**config.mk**
```make
export PLATFORM = sky130hd
export DESIGN_NAME = gamepad_input_conditioner
export DESIGN_NICKNAME = d
export VERILOG_FILES = /design/src/rtl/gic_pkg.sv /design/src/rtl/gic_mul.sv /design/src/rtl/gic_iter_unit.sv /design/src/rtl/gamepad_input_conditioner.sv
export VERILOG_INCLUDE_DIRS = /design/src /design/src/rtl
export SDC_FILE = /design/constraint.sdc
export NUM_CORES = 2
export LEC_CHECK = 0
export BUFFER_PORTS_ARGS = -buffer_cell sky130_fd_sc_hd__buf_2
export CORE_ASPECT_RATIO = 0.8
export CORE_MARGIN = 5
export CORE_UTILIZATION = 45
export CTS_CLUSTER_DIAMETER = 200
export DETAILED_ROUTE_END_ITERATION = 16
export GPL_TIMING_DRIVEN = 0
export SETUP_SLACK_MARGIN = 0.15
export SLEW_MARGIN = 0
export SYNTH_ARGS = -nofsm -noshare
export SYNTH_HDL_FRONTEND = slang
export SYNTH_SLANG_ARGS = --single-unit
```
**constraint.sdc**
```tcl
create_clock -name clk -period 12.4 [get_ports clk]
set_input_delay 2.48 -clock clk [delete_from_list [all_inputs] [get_ports clk]]
set_output_delay 2.48 -clock clk [all_outputs]
set_load 0.005 [all_outputs]
```
**src/rtl/gamepad_input_conditioner_assert.svh**
```systemverilog
// Assertion macros for the gamepad input conditioner.
`ifndef GAMEPAD_INPUT_CONDITIONER_ASSERT_SVH
`define GAMEPAD_INPUT_CONDITIONER_ASSERT_SVH

`ifndef NO_ASSERTIONS
// same-cycle implication
`define GIC_ASSERT_IMPLIES(label, clk, rst_n, ante, cons) \
    label: assert property (@(posedge clk) disable iff (!rst_n) (ante) |-> (cons)) \
        else $error("gamepad_input_conditioner: assertion failed");
// next-cycle implication
`define GIC_ASSERT_NEXT(label, clk, rst_n, ante, cons) \
    label: assert property (@(posedge clk) disable iff (!rst_n) (ante) |=> (cons)) \
        else $error("gamepad_input_conditioner: assertion failed");
`else
`define GIC_ASSERT_IMPLIES(label, clk, rst_n, ante, cons)
`define GIC_ASSERT_NEXT(label, clk, rst_n, ante, cons)
`endif

`endif

```
**src/rtl/gic_pkg.sv**
```systemverilog
// Shared types, constants and codes for the gamepad input conditioner.
package gic_pkg;

    localparam int AXIS_W = 16;
    localparam int DZ_W   = 15;
    localparam int TRIG_W = 8;
    localparam int BTN_W  = 16;

    localparam logic [BTN_W-1:0]  BUTTON_USED_MASK = 16'hF3FF;
    localparam logic [DZ_W-1:0]   AXIS_FULL        = 15'd32767;
    localparam logic [TRIG_W-1:0] TRIG_RAW_MAX     = 8'd255;

    localparam logic [DZ_W-1:0]   LEFT_DZ_RESET  = 15'd7849;
    localparam logic [DZ_W-1:0]   RIGHT_DZ_RESET = 15'd8689;
    localparam logic [TRIG_W-1:0] TRIG_TH_RESET  = 8'd30;

    // configuration register indexes
    localparam int CFG_IDX_W  = 2;
    localparam int CFG_DATA_W = 15;
    localparam logic [CFG_IDX_W-1:0] CFG_LEFT_DZ  = 2'd0;
    localparam logic [CFG_IDX_W-1:0] CFG_RIGHT_DZ = 2'd1;
    localparam logic [CFG_IDX_W-1:0] CFG_TRIG_TH  = 2'd2;

    // shared multiplier
    localparam int MUL_A_W = 32;
    localparam int MUL_B_W = 24;
    localparam int MUL_P_W = MUL_A_W + MUL_B_W;

    // shift-subtract unit: 16-step divide or 24-step square root
    localparam int ITER_A_W   = 56;
    localparam int ITER_B_W   = 40;
    localparam int ITER_REM_W = ITER_B_W + 1;
    localparam int ITER_SRC_W = 48;
    localparam int ITER_Q_W   = 24;
    localparam int ITER_DIV_LO = ITER_A_W - ITER_B_W;
    localparam int ITER_CNT_W = 5;
    localparam logic [ITER_CNT_W-1:0] DIV_STEPS  = 5'd16;
    localparam logic [ITER_CNT_W-1:0] SQRT_STEPS = 5'd24;

    typedef struct packed {
        logic start;
        logic mode_sqrt;
    } gic_iter_ctl_t;

    typedef struct packed {
        logic busy;
        logic done;
    } gic_iter_sts_t;

    typedef struct packed {
        logic                     poll_ok;
        logic signed [AXIS_W-1:0] left_stick_x;
        logic signed [AXIS_W-1:0] left_stick_y;
        logic signed [AXIS_W-1:0] right_stick_x;
        logic signed [AXIS_W-1:0] right_stick_y;
        logic [TRIG_W-1:0]        left_trigger;
        logic [TRIG_W-1:0]        right_trigger;
        logic [BTN_W-1:0]         button_word;
    } gic_in_t;

    typedef struct packed {
        logic signed [AXIS_W-1:0] left_stick_x_out;
        logic signed [AXIS_W-1:0] left_stick_y_out;
        logic signed [AXIS_W-1:0] right_stick_x_out;
        logic signed [AXIS_W-1:0] right_stick_y_out;
        logic [15:0]              left_trigger_out;
        logic [15:0]              right_trigger_out;
        logic [BTN_W-1:0]         buttons_pressed;
        logic [BTN_W-1:0]         buttons_released;
        logic [BTN_W-1:0]         buttons_held;
        logic                     is_connected;
        logic                     connect_event;
        logic                     disconnect_event;
    } gic_out_t;

endpackage

```
**src/rtl/gic_mul.sv**
```systemverilog
// Registered unsigned multiplier shared by all product steps.
module gic_mul (
    input  logic                         clk,
    input  logic [gic_pkg::MUL_A_W-1:0]  mul_a,
    input  logic [gic_pkg::MUL_B_W-1:0]  mul_b,
    output logic [gic_pkg::MUL_P_W-1:0]  product
);
    import gic_pkg::*;

    logic [MUL_P_W-1:0] product_reg;

    always_ff @(posedge clk)
    begin
        product_reg <= MUL_P_W'(mul_a) * MUL_P_W'(mul_b);
    end

    assign product = product_reg;

endmodule

```
**src/rtl/gic_iter_unit.sv**
```systemverilog
// Shift-subtract unit: restoring divide (16 quotient bits) or integer square root (24 bits).
`include "gamepad_input_conditioner_assert.svh"

module gic_iter_unit (
    input  logic                          clk,
    input  logic                          rst_n,
    input  gic_pkg::gic_iter_ctl_t        ctl,
    input  logic [gic_pkg::ITER_A_W-1:0]  op_a,
    input  logic [gic_pkg::ITER_B_W-1:0]  op_b,
    output gic_pkg::gic_iter_sts_t        sts,
    output logic [gic_pkg::ITER_Q_W-1:0]  result
);
    import gic_pkg::*;

    logic                    busy_reg, busy_next;
    logic                    done_reg, done_next;
    logic                    mode_reg, mode_next;
    logic [ITER_CNT_W-1:0]   cnt_reg, cnt_next;
    logic [ITER_REM_W-1:0]   rem_reg, rem_next;
    logic [ITER_SRC_W-1:0]   src_reg, src_next;
    logic [ITER_Q_W-1:0]     q_reg, q_next;
    logic [ITER_B_W-1:0]     div_reg, div_next;

    logic [ITER_REM_W-1:0]   shifted;
    logic [ITER_REM_W-1:0]   trial;
    logic [ITER_REM_W:0]     diff;
    logic                    ge;

    // one step: bring in the next digit, try the subtract
    always_comb
    begin
        if (mode_reg)
        begin
            shifted = {rem_reg[ITER_REM_W-3:0], src_reg[ITER_SRC_W-1 -: 2]};
            trial   = {{(ITER_REM_W-ITER_Q_W-2){1'b0}}, q_reg, 2'b01};
        end
        else
        begin
            shifted = {rem_reg[ITER_REM_W-2:0], src_reg[ITER_SRC_W-1]};
            trial   = {1'b0, div_reg};
        end
        diff = {1'b0, shifted} - {1'b0, trial};
        ge   = !diff[ITER_REM_W];
    end

    always_comb
    begin
        busy_next = busy_reg;
        done_next = 1'b0;
        mode_next = mode_reg;
        cnt_next  = cnt_reg;
        rem_next  = rem_reg;
        src_next  = src_reg;
        q_next    = q_reg;
        div_next  = div_reg;
        if (ctl.start)
        begin
            busy_next = 1'b1;
            mode_next = ctl.mode_sqrt;
            q_next    = '0;
            div_next  = op_b;
            if (ctl.mode_sqrt)
            begin
                cnt_next = SQRT_STEPS;
                rem_next = '0;
                src_next = op_a[ITER_SRC_W-1:0];
            end
            else
            begin
                cnt_next = DIV_STEPS;
                rem_next = {1'b0, op_a[ITER_A_W-1:ITER_DIV_LO]};
                src_next = {op_a[ITER_DIV_LO-1:0], {(ITER_SRC_W-ITER_DIV_LO){1'b0}}};
            end
        end
        else if (busy_reg)
        begin
            rem_next = ge ? diff[ITER_REM_W-1:0] : shifted;
            q_next   = {q_reg[ITER_Q_W-2:0], ge};
            src_next = mode_reg ? {src_reg[ITER_SRC_W-3:0], 2'b00}
                                : {src_reg[ITER_SRC_W-2:0], 1'b0};
            cnt_next = cnt_reg - ITER_CNT_W'(1);
            if (cnt_reg == ITER_CNT_W'(1))
            begin
                busy_next = 1'b0;
                done_next = 1'b1;
            end
        end
    end

    always_ff @(posedge clk or negedge rst_n)
    begin
        if (!rst_n)
        begin
            busy_reg <= 1'b0;
            done_reg <= 1'b0;
            mode_reg <= 1'b0;
            cnt_reg  <= '0;
        end
        else
        begin
            busy_reg <= busy_next;
            done_reg <= done_next;
            mode_reg <= mode_next;
            cnt_reg  <= cnt_next;
        end
    end

    always_ff @(posedge clk)
    begin
        rem_reg <= rem_next;
        src_reg <= src_next;
        q_reg   <= q_next;
        div_reg <= div_next;
    end

    assign sts.busy = busy_reg;
    assign sts.done = done_reg;
    assign result   = q_reg;

    `GIC_ASSERT_IMPLIES(a_no_restart, clk, rst_n, ctl.start, !busy_reg)
    `GIC_ASSERT_NEXT(a_last_step_done, clk, rst_n, busy_reg && (cnt_reg == ITER_CNT_W'(1)), done_reg && !busy_reg)
    `GIC_ASSERT_IMPLIES(a_done_when_idle, clk, rst_n, done_reg, !busy_reg)

endmodule

```
**src/rtl/gamepad_input_conditioner.sv**
```systemverilog
// A failed poll goes straight to the output stage; a good poll with both sticks inside their
// dead zones and both triggers off runs no square root and no divide.
// The long path is the 24-step square root per stick and a 16-step divide per stick axis and
// per trigger, run one after another on the single shift-subtract unit.
// One request at a time: in_ready rises again once the result is registered, later while a result waits.
// Reset (rst_n, async, low): dead zones to defaults, held values, button mask, presence cleared.
`include "gamepad_input_conditioner_assert.svh"

module gamepad_input_conditioner (
    input  logic                             clk,
    input  logic                             rst_n,
    input  logic                             in_valid,
    output logic                             in_ready,
    input  gic_pkg::gic_in_t                 in_data,
    output logic                             out_valid,
    input  logic                             out_ready,
    output gic_pkg::gic_out_t                out_data,
    input  logic                             cfg_valid,
    output logic                             cfg_ready,
    input  logic [gic_pkg::CFG_IDX_W-1:0]    cfg_index,
    input  logic [gic_pkg::CFG_DATA_W-1:0]   cfg_data
);
    import gic_pkg::*;

    localparam logic [3:0] ST_IDLE   = 4'd0;
    localparam logic [3:0] ST_MX     = 4'd1;
    localparam logic [3:0] ST_MY     = 4'd2;
    localparam logic [3:0] ST_MD     = 4'd3;
    localparam logic [3:0] ST_CMP    = 4'd4;
    localparam logic [3:0] ST_SQRT   = 4'd5;
    localparam logic [3:0] ST_AX     = 4'd6;
    localparam logic [3:0] ST_MDEN   = 4'd7;
    localparam logic [3:0] ST_DSTART = 4'd8;
    localparam logic [3:0] ST_DIV    = 4'd9;
    localparam logic [3:0] ST_TRIG   = 4'd10;
    localparam logic [3:0] ST_TDIV   = 4'd11;
    localparam logic [3:0] ST_DONE   = 4'd12;

    // control
    logic [3:0]          state_reg, state_next;
    logic                stick_reg, stick_next;
    logic                axis_reg, axis_next;
    logic                trig_sel_reg, trig_sel_next;
    logic                out_valid_reg, out_valid_next;

    // configuration
    logic [DZ_W-1:0]     left_dz_reg, right_dz_reg;
    logic [TRIG_W-1:0]   trig_th_reg;

    // conditioner state
    logic [AXIS_W-1:0]   axis_hold_reg [4];
    logic [AXIS_W-1:0]   axis_hold_next [4];
    logic [15:0]         trig_hold_reg [2];
    logic [15:0]         trig_hold_next [2];
    logic [BTN_W-1:0]    held_mask_reg, held_mask_next;
    logic                present_reg, present_next;

    // payload
    gic_in_t             in_reg, in_next;
    gic_out_t            out_reg, out_next;
    logic [30:0]         acc_reg, acc_next;
    logic [ITER_Q_W-1:0] root_reg, root_next;
    logic [MUL_P_W-1:0]  num_reg, num_next;

    // datapath
    logic [MUL_A_W-1:0]  mul_a;
    logic [MUL_B_W-1:0]  mul_b;
    logic [MUL_P_W-1:0]  product;
    gic_iter_ctl_t       iter_ctl;
    gic_iter_sts_t       iter_sts;
    logic [ITER_A_W-1:0] iter_a;
    logic [ITER_B_W-1:0] iter_b;
    logic [ITER_Q_W-1:0] iter_result;

    logic [AXIS_W-1:0]   sel_raw;
    logic                sel_neg;
    logic [AXIS_W-1:0]   sel_abs;
    logic [DZ_W-1:0]     mag;
    logic [DZ_W-1:0]     dz;
    logic [DZ_W-1:0]     dz_span;
    logic                dz_full;
    logic [29:0]         mag_scaled;
    logic [ITER_Q_W-1:0] r_off;
    logic                inside_dz;
    logic [1:0]          hold_idx;
    logic [DZ_W-1:0]     q_mag;
    logic [AXIS_W-1:0]   axis_result;
    logic [AXIS_W-1:0]   axis_full_signed;

    logic [TRIG_W-1:0]   trig_raw;
    logic                trig_zero;
    logic [TRIG_W-1:0]   trig_diff;
    logic [TRIG_W-1:0]   trig_den;
    logic [23:0]         trig_num;
    logic [BTN_W-1:0]    buttons_now;

    gic_mul u_mul (
        .clk     (clk),
        .mul_a   (mul_a),
        .mul_b   (mul_b),
        .product (product)
    );

    gic_iter_unit u_iter (
        .clk    (clk),
        .rst_n  (rst_n),
        .ctl    (iter_ctl),
        .op_a   (iter_a),
        .op_b   (iter_b),
        .sts    (iter_sts),
        .result (iter_result)
    );

    // axis selected by stick and axis pointers; -32768 folds to -32767
    always_comb
    begin
        hold_idx = {stick_reg, axis_reg};
        unique case (hold_idx)
            2'b00:   sel_raw = in_reg.left_stick_x;
            2'b01:   sel_raw = in_reg.left_stick_y;
            2'b10:   sel_raw = in_reg.right_stick_x;
            default: sel_raw = in_reg.right_stick_y;
        endcase
        sel_neg = sel_raw[AXIS_W-1];
        sel_abs = sel_neg ? (AXIS_W'(0) - sel_raw) : sel_raw;
        mag     = sel_abs[AXIS_W-1] ? AXIS_FULL : sel_abs[DZ_W-1:0];

        dz         = stick_reg ? right_dz_reg : left_dz_reg;
        dz_full    = (dz == AXIS_FULL);
        dz_span    = AXIS_FULL - dz;
        mag_scaled = {mag, 15'd0} - {15'd0, mag};
        r_off      = root_reg - {1'b0, dz, 8'd0};
        inside_dz  = ({1'b0, acc_reg} <= product[31:0]);

        // quotient bit 15 set means the true result is past full scale
        q_mag            = iter_result[15] ? AXIS_FULL : iter_result[DZ_W-1:0];
        axis_result      = sel_neg ? (AXIS_W'(0) - {1'b0, q_mag}) : {1'b0, q_mag};
        axis_full_signed = sel_neg ? (AXIS_W'(0) - {1'b0, AXIS_FULL}) : {1'b0, AXIS_FULL};

        trig_raw  = trig_sel_reg ? in_reg.right_trigger : in_reg.left_trigger;
        trig_zero = (trig_raw <= trig_th_reg);
        trig_diff = trig_raw - trig_th_reg;
        trig_den  = TRIG_RAW_MAX - trig_th_reg;
        trig_num  = {trig_diff, 16'd0} - {16'd0, trig_diff} + {17'd0, trig_den[TRIG_W-1:1]};

        buttons_now = in_reg.button_word & BUTTON_USED_MASK;
    end

    // shared unit operands
    always_comb
    begin
        unique case (state_reg)
            ST_MX, ST_MY:
            begin
                mul_a = {17'd0, mag};
                mul_b = {9'd0, mag};
            end
            ST_MD:
            begin
                mul_a = {17'd0, dz};
                mul_b = {9'd0, dz};
            end
            ST_AX:
            begin
                mul_a = {2'd0, mag_scaled};
                mul_b = r_off;
            end
            ST_MDEN:
            begin
                mul_a = {8'd0, root_reg};
                mul_b = {9'd0, dz_span};
            end
            default:
            begin
                mul_a = '0;
                mul_b = '0;
            end
        endcase

        iter_ctl.mode_sqrt = (state_reg == ST_CMP);
        iter_ctl.start     = ((state_reg == ST_CMP) && !inside_dz)
                             || (state_reg == ST_DSTART)
                             || ((state_reg == ST_TRIG) && !trig_zero);
        unique case (state_reg)
            ST_CMP:
            begin
                iter_a = {9'd0, acc_reg, 16'd0};
                iter_b = '0;
            end
            ST_DSTART:
            begin
                // rounding: numerator plus half the denominator
                iter_a = num_reg + {1'b0, product[MUL_P_W-1:1]};
                iter_b = product[ITER_B_W-1:0];
            end
            ST_TRIG:
            begin
                iter_a = {32'd0, trig_num};
                iter_b = {32'd0, trig_den};
            end
            default:
            begin
                iter_a = '0;
                iter_b = '0;
            end
        endcase
    end

    // sequencer
    always_comb
    begin
        state_next     = state_reg;
        stick_next     = stick_reg;
        axis_next      = axis_reg;
        trig_sel_next  = trig_sel_reg;
        out_valid_next = out_valid_reg;
        in_next        = in_reg;
        out_next       = out_reg;
        acc_next       = acc_reg;
        root_next      = root_reg;
        num_next       = num_reg;
        held_mask_next = held_mask_reg;
        present_next   = present_reg;
        for (int i = 0; i < 4; i++)
        begin
            axis_hold_next[i] = axis_hold_reg[i];
        end
        for (int i = 0; i < 2; i++)
        begin
            trig_hold_next[i] = trig_hold_reg[i];
        end

        if (out_valid_reg && out_ready)
        begin
            out_valid_next = 1'b0;
        end

        unique case (state_reg)
            ST_IDLE:
            begin
                if (in_valid)
                begin
                    in_next       = in_data;
                    stick_next    = 1'b0;
                    axis_next     = 1'b0;
                    trig_sel_next = 1'b0;
                    state_next    = in_data.poll_ok ? ST_MX : ST_DONE;
                end
            end
            ST_MX:
            begin
                axis_next  = 1'b1;
                state_next = ST_MY;
            end
            ST_MY:
            begin
                acc_next   = product[30:0];
                axis_next  = 1'b0;
                state_next = ST_MD;
            end
            ST_MD:
            begin
                acc_next   = acc_reg + product[30:0];
                state_next = ST_CMP;
            end
            ST_CMP:
            begin
                if (inside_dz)
                begin
                    axis_hold_next[{stick_reg, 1'b0}] = '0;
                    axis_hold_next[{stick_reg, 1'b1}] = '0;
                    if (!stick_reg)
                    begin
                        stick_next = 1'b1;
                        state_next = ST_MX;
                    end
                    else
                    begin
                        state_next = ST_TRIG;
                    end
                end
                else
                begin
                    state_next = ST_SQRT;
                end
            end
            ST_SQRT:
            begin
                if (iter_sts.done)
                begin
                    root_next  = iter_result;
                    state_next = ST_AX;
                end
            end
            ST_AX:
            begin
                if ((mag == '0) || dz_full)
                begin
                    axis_hold_next[hold_idx] = (mag == '0) ? '0 : axis_full_signed;
                    if (!axis_reg)
                    begin
                        axis_next = 1'b1;
                    end
                    else if (!stick_reg)
                    begin
                        stick_next = 1'b1;
                        axis_next  = 1'b0;
                        state_next = ST_MX;
                    end
                    else
                    begin
                        state_next = ST_TRIG;
                    end
                end
                else
                begin
                    state_next = ST_MDEN;
                end
            end
            ST_MDEN:
            begin
                num_next   = product;
                state_next = ST_DSTART;
            end
            ST_DSTART:
            begin
                state_next = ST_DIV;
            end
            ST_DIV:
            begin
                if (iter_sts.done)
                begin
                    axis_hold_next[hold_idx] = axis_result;
                    if (!axis_reg)
                    begin
                        axis_next  = 1'b1;
                        state_next = ST_AX;
                    end
                    else if (!stick_reg)
                    begin
                        stick_next = 1'b1;
                        axis_next  = 1'b0;
                        state_next = ST_MX;
                    end
                    else
                    begin
                        state_next = ST_TRIG;
                    end
                end
            end
            ST_TRIG:
            begin
                if (trig_zero)
                begin
                    trig_hold_next[trig_sel_reg] = '0;
                    if (!trig_sel_reg)
                    begin
                        trig_sel_next = 1'b1;
                    end
                    else
                    begin
                        state_next = ST_DONE;
                    end
                end
                else
                begin
                    state_next = ST_TDIV;
                end
            end
            ST_TDIV:
            begin
                if (iter_sts.done)
                begin
                    trig_hold_next[trig_sel_reg] = iter_result[15:0];
                    if (!trig_sel_reg)
                    begin
                        trig_sel_next = 1'b1;
                        state_next    = ST_TRIG;
                    end
                    else
                    begin
                        state_next = ST_DONE;
                    end
                end
            end
            ST_DONE:
            begin
                if (!out_valid_reg || out_ready)
                begin
                    out_next.left_stick_x_out  = axis_hold_reg[0];
                    out_next.left_stick_y_out  = axis_hold_reg[1];
                    out_next.right_stick_x_out = axis_hold_reg[2];
                    out_next.right_stick_y_out = axis_hold_reg[3];
                    out_next.left_trigger_out  = trig_hold_reg[0];
                    out_next.right_trigger_out = trig_hold_reg[1];
                    if (in_reg.poll_ok)
                    begin
                        out_next.buttons_pressed  = buttons_now & ~held_mask_reg;
                        out_next.buttons_released = held_mask_reg & ~buttons_now;
                        held_mask_next            = buttons_now;
                    end
                    else
                    begin
                        out_next.buttons_pressed  = '0;
                        out_next.buttons_released = '0;
                    end
                    out_next.buttons_held     = in_reg.poll_ok ? buttons_now : held_mask_reg;
                    out_next.is_connected     = in_reg.poll_ok;
                    out_next.connect_event    = in_reg.poll_ok && !present_reg;
                    out_next.disconnect_event = !in_reg.poll_ok && present_reg;
                    present_next              = in_reg.poll_ok;
                    out_valid_next            = 1'b1;
                    state_next                = ST_IDLE;
                end
            end
            default:
            begin
                state_next = ST_IDLE;
            end
        endcase
    end

    always_ff @(posedge clk or negedge rst_n)
    begin
        if (!rst_n)
        begin
            state_reg     <= ST_IDLE;
            stick_reg     <= 1'b0;
            axis_reg      <= 1'b0;
            trig_sel_reg  <= 1'b0;
            out_valid_reg <= 1'b0;
            held_mask_reg <= '0;
            present_reg   <= 1'b0;
            for (int i = 0; i < 4; i++)
            begin
                axis_hold_reg[i] <= '0;
            end
            for (int i = 0; i < 2; i++)
            begin
                trig_hold_reg[i] <= '0;
            end
        end
        else
        begin
            state_reg     <= state_next;
            stick_reg     <= stick_next;
            axis_reg      <= axis_next;
            trig_sel_reg  <= trig_sel_next;
            out_valid_reg <= out_valid_next;
            held_mask_reg <= held_mask_next;
            present_reg   <= present_next;
            for (int i = 0; i < 4; i++)
            begin
                axis_hold_reg[i] <= axis_hold_next[i];
            end
            for (int i = 0; i < 2; i++)
            begin
                trig_hold_reg[i] <= trig_hold_next[i];
            end
        end
    end

    // configuration registers
    always_ff @(posedge clk or negedge rst_n)
    begin
        if (!rst_n)
        begin
            left_dz_reg  <= LEFT_DZ_RESET;
            right_dz_reg <= RIGHT_DZ_RESET;
            trig_th_reg  <= TRIG_TH_RESET;
        end
        else if (cfg_valid)
        begin
            unique case (cfg_index)
                CFG_LEFT_DZ:  left_dz_reg  <= cfg_data[DZ_W-1:0];
                CFG_RIGHT_DZ: right_dz_reg <= cfg_data[DZ_W-1:0];
                CFG_TRIG_TH:  trig_th_reg  <= cfg_data[TRIG_W-1:0];
                default:      ;
            endcase
        end
    end

    always_ff @(posedge clk)
    begin
        in_reg   <= in_next;
        out_reg  <= out_next;
        acc_reg  <= acc_next;
        root_reg <= root_next;
        num_reg  <= num_next;
    end

    assign in_ready  = (state_reg == ST_IDLE);
    assign cfg_ready = 1'b1;
    assign out_valid = out_valid_reg;
    assign out_data  = out_reg;

    `GIC_ASSERT_NEXT(a_busy_after_request, clk, rst_n, in_valid && in_ready, !in_ready)
    `GIC_ASSERT_IMPLIES(a_events_exclusive, clk, rst_n, out_valid, !(out_data.connect_event && out_data.disconnect_event))
    `GIC_ASSERT_IMPLIES(a_press_release_exclusive, clk, rst_n, out_valid, (out_data.buttons_pressed & out_data.buttons_released) == 16'h0)
    `GIC_ASSERT_IMPLIES(a_unused_buttons_clear, clk, rst_n, out_valid, (out_data.buttons_held & ~BUTTON_USED_MASK) == 16'h0)

endmodule
```
==> impl_results.md <==
* Cell variety after synth at 107
* DR vias/cell at 5.825
* Async SR Flop Fraction at 0.2313
* Pwr dens at slightly above 300 nW/um^2
* Hold buffers post-CTS at 0
* Synth Area in Compound Gates at 0.1147
* Setup slack after layout at 0.4199 ns
* Fin crit share at 0.9661
* Seq cells post-synth at 722
* Min cycle time layout at roughly 12 ns
* Slew HR at 0.04202
* Pre-CTS WS at -3.030 ns
* Die Y at 339.1 um
* Initial antenna violation count at 21
* Maximum vdd drop at 225.1 uV
* Synth Flop Type: edfxtp_1
* Min-delay worst type: flip-flop to flip-flop
* Final Hold Violating Endpoints at 0
* Crit. End Element: flip-flop
* Routed vias at about 49k
* Ys Warns at 0
* Xor-xnor portion of the synthesized cell area at 0.03175
* Final setup vio count at 0
* Worst-Margin Slew at between 1 and 1.5 ns
* Drt drc at 0
* Chip Width at roughly 420 um
* Core Area at between 100000 and 150000 um^2
* Layout cell share with drive strength beyond 1 at 0.1313
* Sequential area share after synthesis at 0.3298
* Syn_area_per_cell at between 9 and 10 um^2
* Overall routed net length at between 200000 and 250000 um
* GRT Overall Usage at 0.3233
* Yosys top cell area share at 0.2351
* Die Area at roughly 140000 um^2
* Slowest CP cell: clkdlybuf4s15_1
* WS Path Type: flip-flop to flip-flop
* Crit path DAT at 12.52 ns
* Worst path most repeated cell: fa_1
* Rows at 120
* Clock Skews at 0.06945 ns
* Synthesized instance count at 6120
* IO buf count at roughly 260
* Later-pin clock latency in the skew report at 0.70 ns
* Critical path buffers and inverters at 10
* Top cell type by total area after synthesis: edfxtp_1
* Num ports at approximately 270
* RSZ-0062 raised after global routing: no
* Max-cap violations at 0
* Mux contribution to synthesized area at 0.04726
* Clock Tree Buf Depth at 3
* Final count of pins violating max slew at 0
* Delay-heaviest family, CP: adder cells
* Pleak at approximately 31 nW
* Required @ worst endpoint at about 13 ns
* Largest family of logic cells by synthesized area: adder cells
* Largest net degree at the start of global routing at between 90 and 100
* Total grt overflow at 0
* # H-tree levels at 3
* Most frequent cells in the layout: 819 x inv_1, 637 x nand2_1, 615 x nor2_1
* Synth Area in Simple Gates at 0.1281
* Crit path largest cell delay at a little over 0.9 ns
* Utilization after layout at 0.5156
* Area delta synth->final at 13.61%
* TritonCTS clock tree: built
* Synth Area in Adders at 0.2798
* Synth top area cells: edfxtp_1 24%, fa_1 20%, ha_1 7.6%
* Num CTS Buffers at 79
* CTS sink count at about 720
* Critical path startpoint category: flip-flop
* Max reg flops at roughly 150
* DP HPWL at ~190000 um
* CTS root buffer: clkbuf_16
* Number of global-route vias before repair at approximately 48k
* Clock Pin Slew Worst Setup and Hold Paths at 0.06 ns
* Mapped Area at between 60000 and 70000 um^2
* Global-route wire length before repair at between 300000 and 400000 um
* Most common cell after layout, fill and taps aside: inv_1
* WL/cell at around 28 um
* EDFF count, synth at between 400 and 500
* Worst Path Max Fanout at 10
* First-pass detailed-route iteration total at 6
* DR iter-0 viols at ~5.7k
* Initial cell density of the core at 0.4538
* Gpl congestion at 1.017
* Status: complete, no violations
* Post-DRT Antenna Nets at 0
* Nets at approximately 7.7k
* FMAX at 83.47 MHz
[worst paths after layout]
path                                                 from  slack (ns)  cells past startpoint                            end
max                              state_reg[2]$_DFFE_PN0P_        0.42                     33      u_mul.product[52]$_DFF_P_
min                        u_iter.result[12]$_SDFFE_PN0P_        0.43                      0         root_reg[12]$_DFFE_PP_
max reg2reg                      state_reg[2]$_DFFE_PN0P_        0.42                     33      u_mul.product[52]$_DFF_P_
max in group asynchronous                           rst_n        9.69                      2  held_mask_reg[14]$_DFFE_PN0P_
min reg2reg                u_iter.result[12]$_SDFFE_PN0P_        0.43                      0         root_reg[12]$_DFFE_PP_
min in group asynchronous                           rst_n        1.81                      1  trig_hold_reg[26]$_DFFE_PN0P_
[synth_stat cells (all sizes together) (21+ instances only)]
master  count
a211oi     37
edfxtp    477
ha        370
a221o      21
nor2      624
and3       42
a31oi      27
nor3       72
nand2b     69
o22ai      63
nand4      24
xnor2     132
nor2b      41
xor2       85
o21a       35
dfxtp      78
mux2      114
mux2i     123
inv       820
nand2     650
or2        25
buf        56
a21oi     319
fa        620
dfrtp     148
clkbuf    213
nand3      73
o21bai     27
o21ai     258
a21o      104
and2       49
or3        21
[stage by stage]
step / instance area [um^2] / cells / power [mW] / TNS (ns) / hold WS [ns]
final: 69210 / 8401 / 21.51 / 0 / 0.4258
after global placement: 64450 / 8154 / 17.89 / -75.47 / 0.4073
after floorplan: 60920 / 6122 / 12.48 / 0 / 0.4064
after global routing: 69200 / 8396 / 22.66 / 0 / 0.4466
after detailed placement: 64950 / 8182 / 17.97 / -45.22 / 0.4154
after CTS: 68620 / 8365 / 20.92 / 0 / 0.4318
[power breakdown]
part           total (mW)  internal, mW  switching (mW)
registers            4.08          3.51           0.568
logic                15.0          5.08            9.88
clock network        2.47          1.41            1.06
total                21.5          10.0            11.5
[worst register-to-register path, delay by kind of cell (launching register included)]
| kind | cells | cell delay (ns) |
|---|---|---|
| adders and majority gates | 8 | 4.20 |
| and+or+nand+nor | 6 | 2.07 |
| DFF | 1 | 0.32 |
| buffers and inverters | 10 | 3.36 |
| AOI/OAI and AO/OA | 9 | 1.91 |
[cell type report]
| cell class | count | area [um^2] |
|---|---|---|
| diodes | 6 | 15.01 |
| inverters | 822 | 3090 |
| repair buffers | 359 | 2352 |
| plain buffers | 266 | 1326 |
| flip-flops and latches | 722 | 20090 |
| fillers | 12570 | 65020 |
| well taps | 1769 | 2213 |
| clock inverters | 38 | 503.0 |
| clock buffers | 110 | 2228 |
| multi-input cells | 4309 | 37390 |
[per-layer routing]
metal / up-vias / wire length, um / track usage
met5: - / 0 / 0
met1: 24820 / 103300 / 0.4745
met4: 0 / 8623 / 0.1024
li1: 21400 / - / -
met2: 2392 / 96360 / 0.4535
met3: 329 / 26450 / 0.1030
[cells by family (layout without fill, tap and decap cells)]
group                      after synthesis  count (layout)
adders and majority gates              990             990
muxes                                  253             253
xor gates and xnor gates               217             217
other                                    2              10
AOI/OAI and AO/OA                     1089            1089
and+or+nand+nor                       1756            1756
DFF                                    722             722
buffers and inverters                 1091            1595
[what timing repair did]
item                       in CTS  in global routing
pin swaps                      24                 28
buffers inserted               36                 29
setup endpoints to repair      33                  9
resized for setup             156                109
gates cloned                    0                  1
Power figures use the tool's default switching activity.
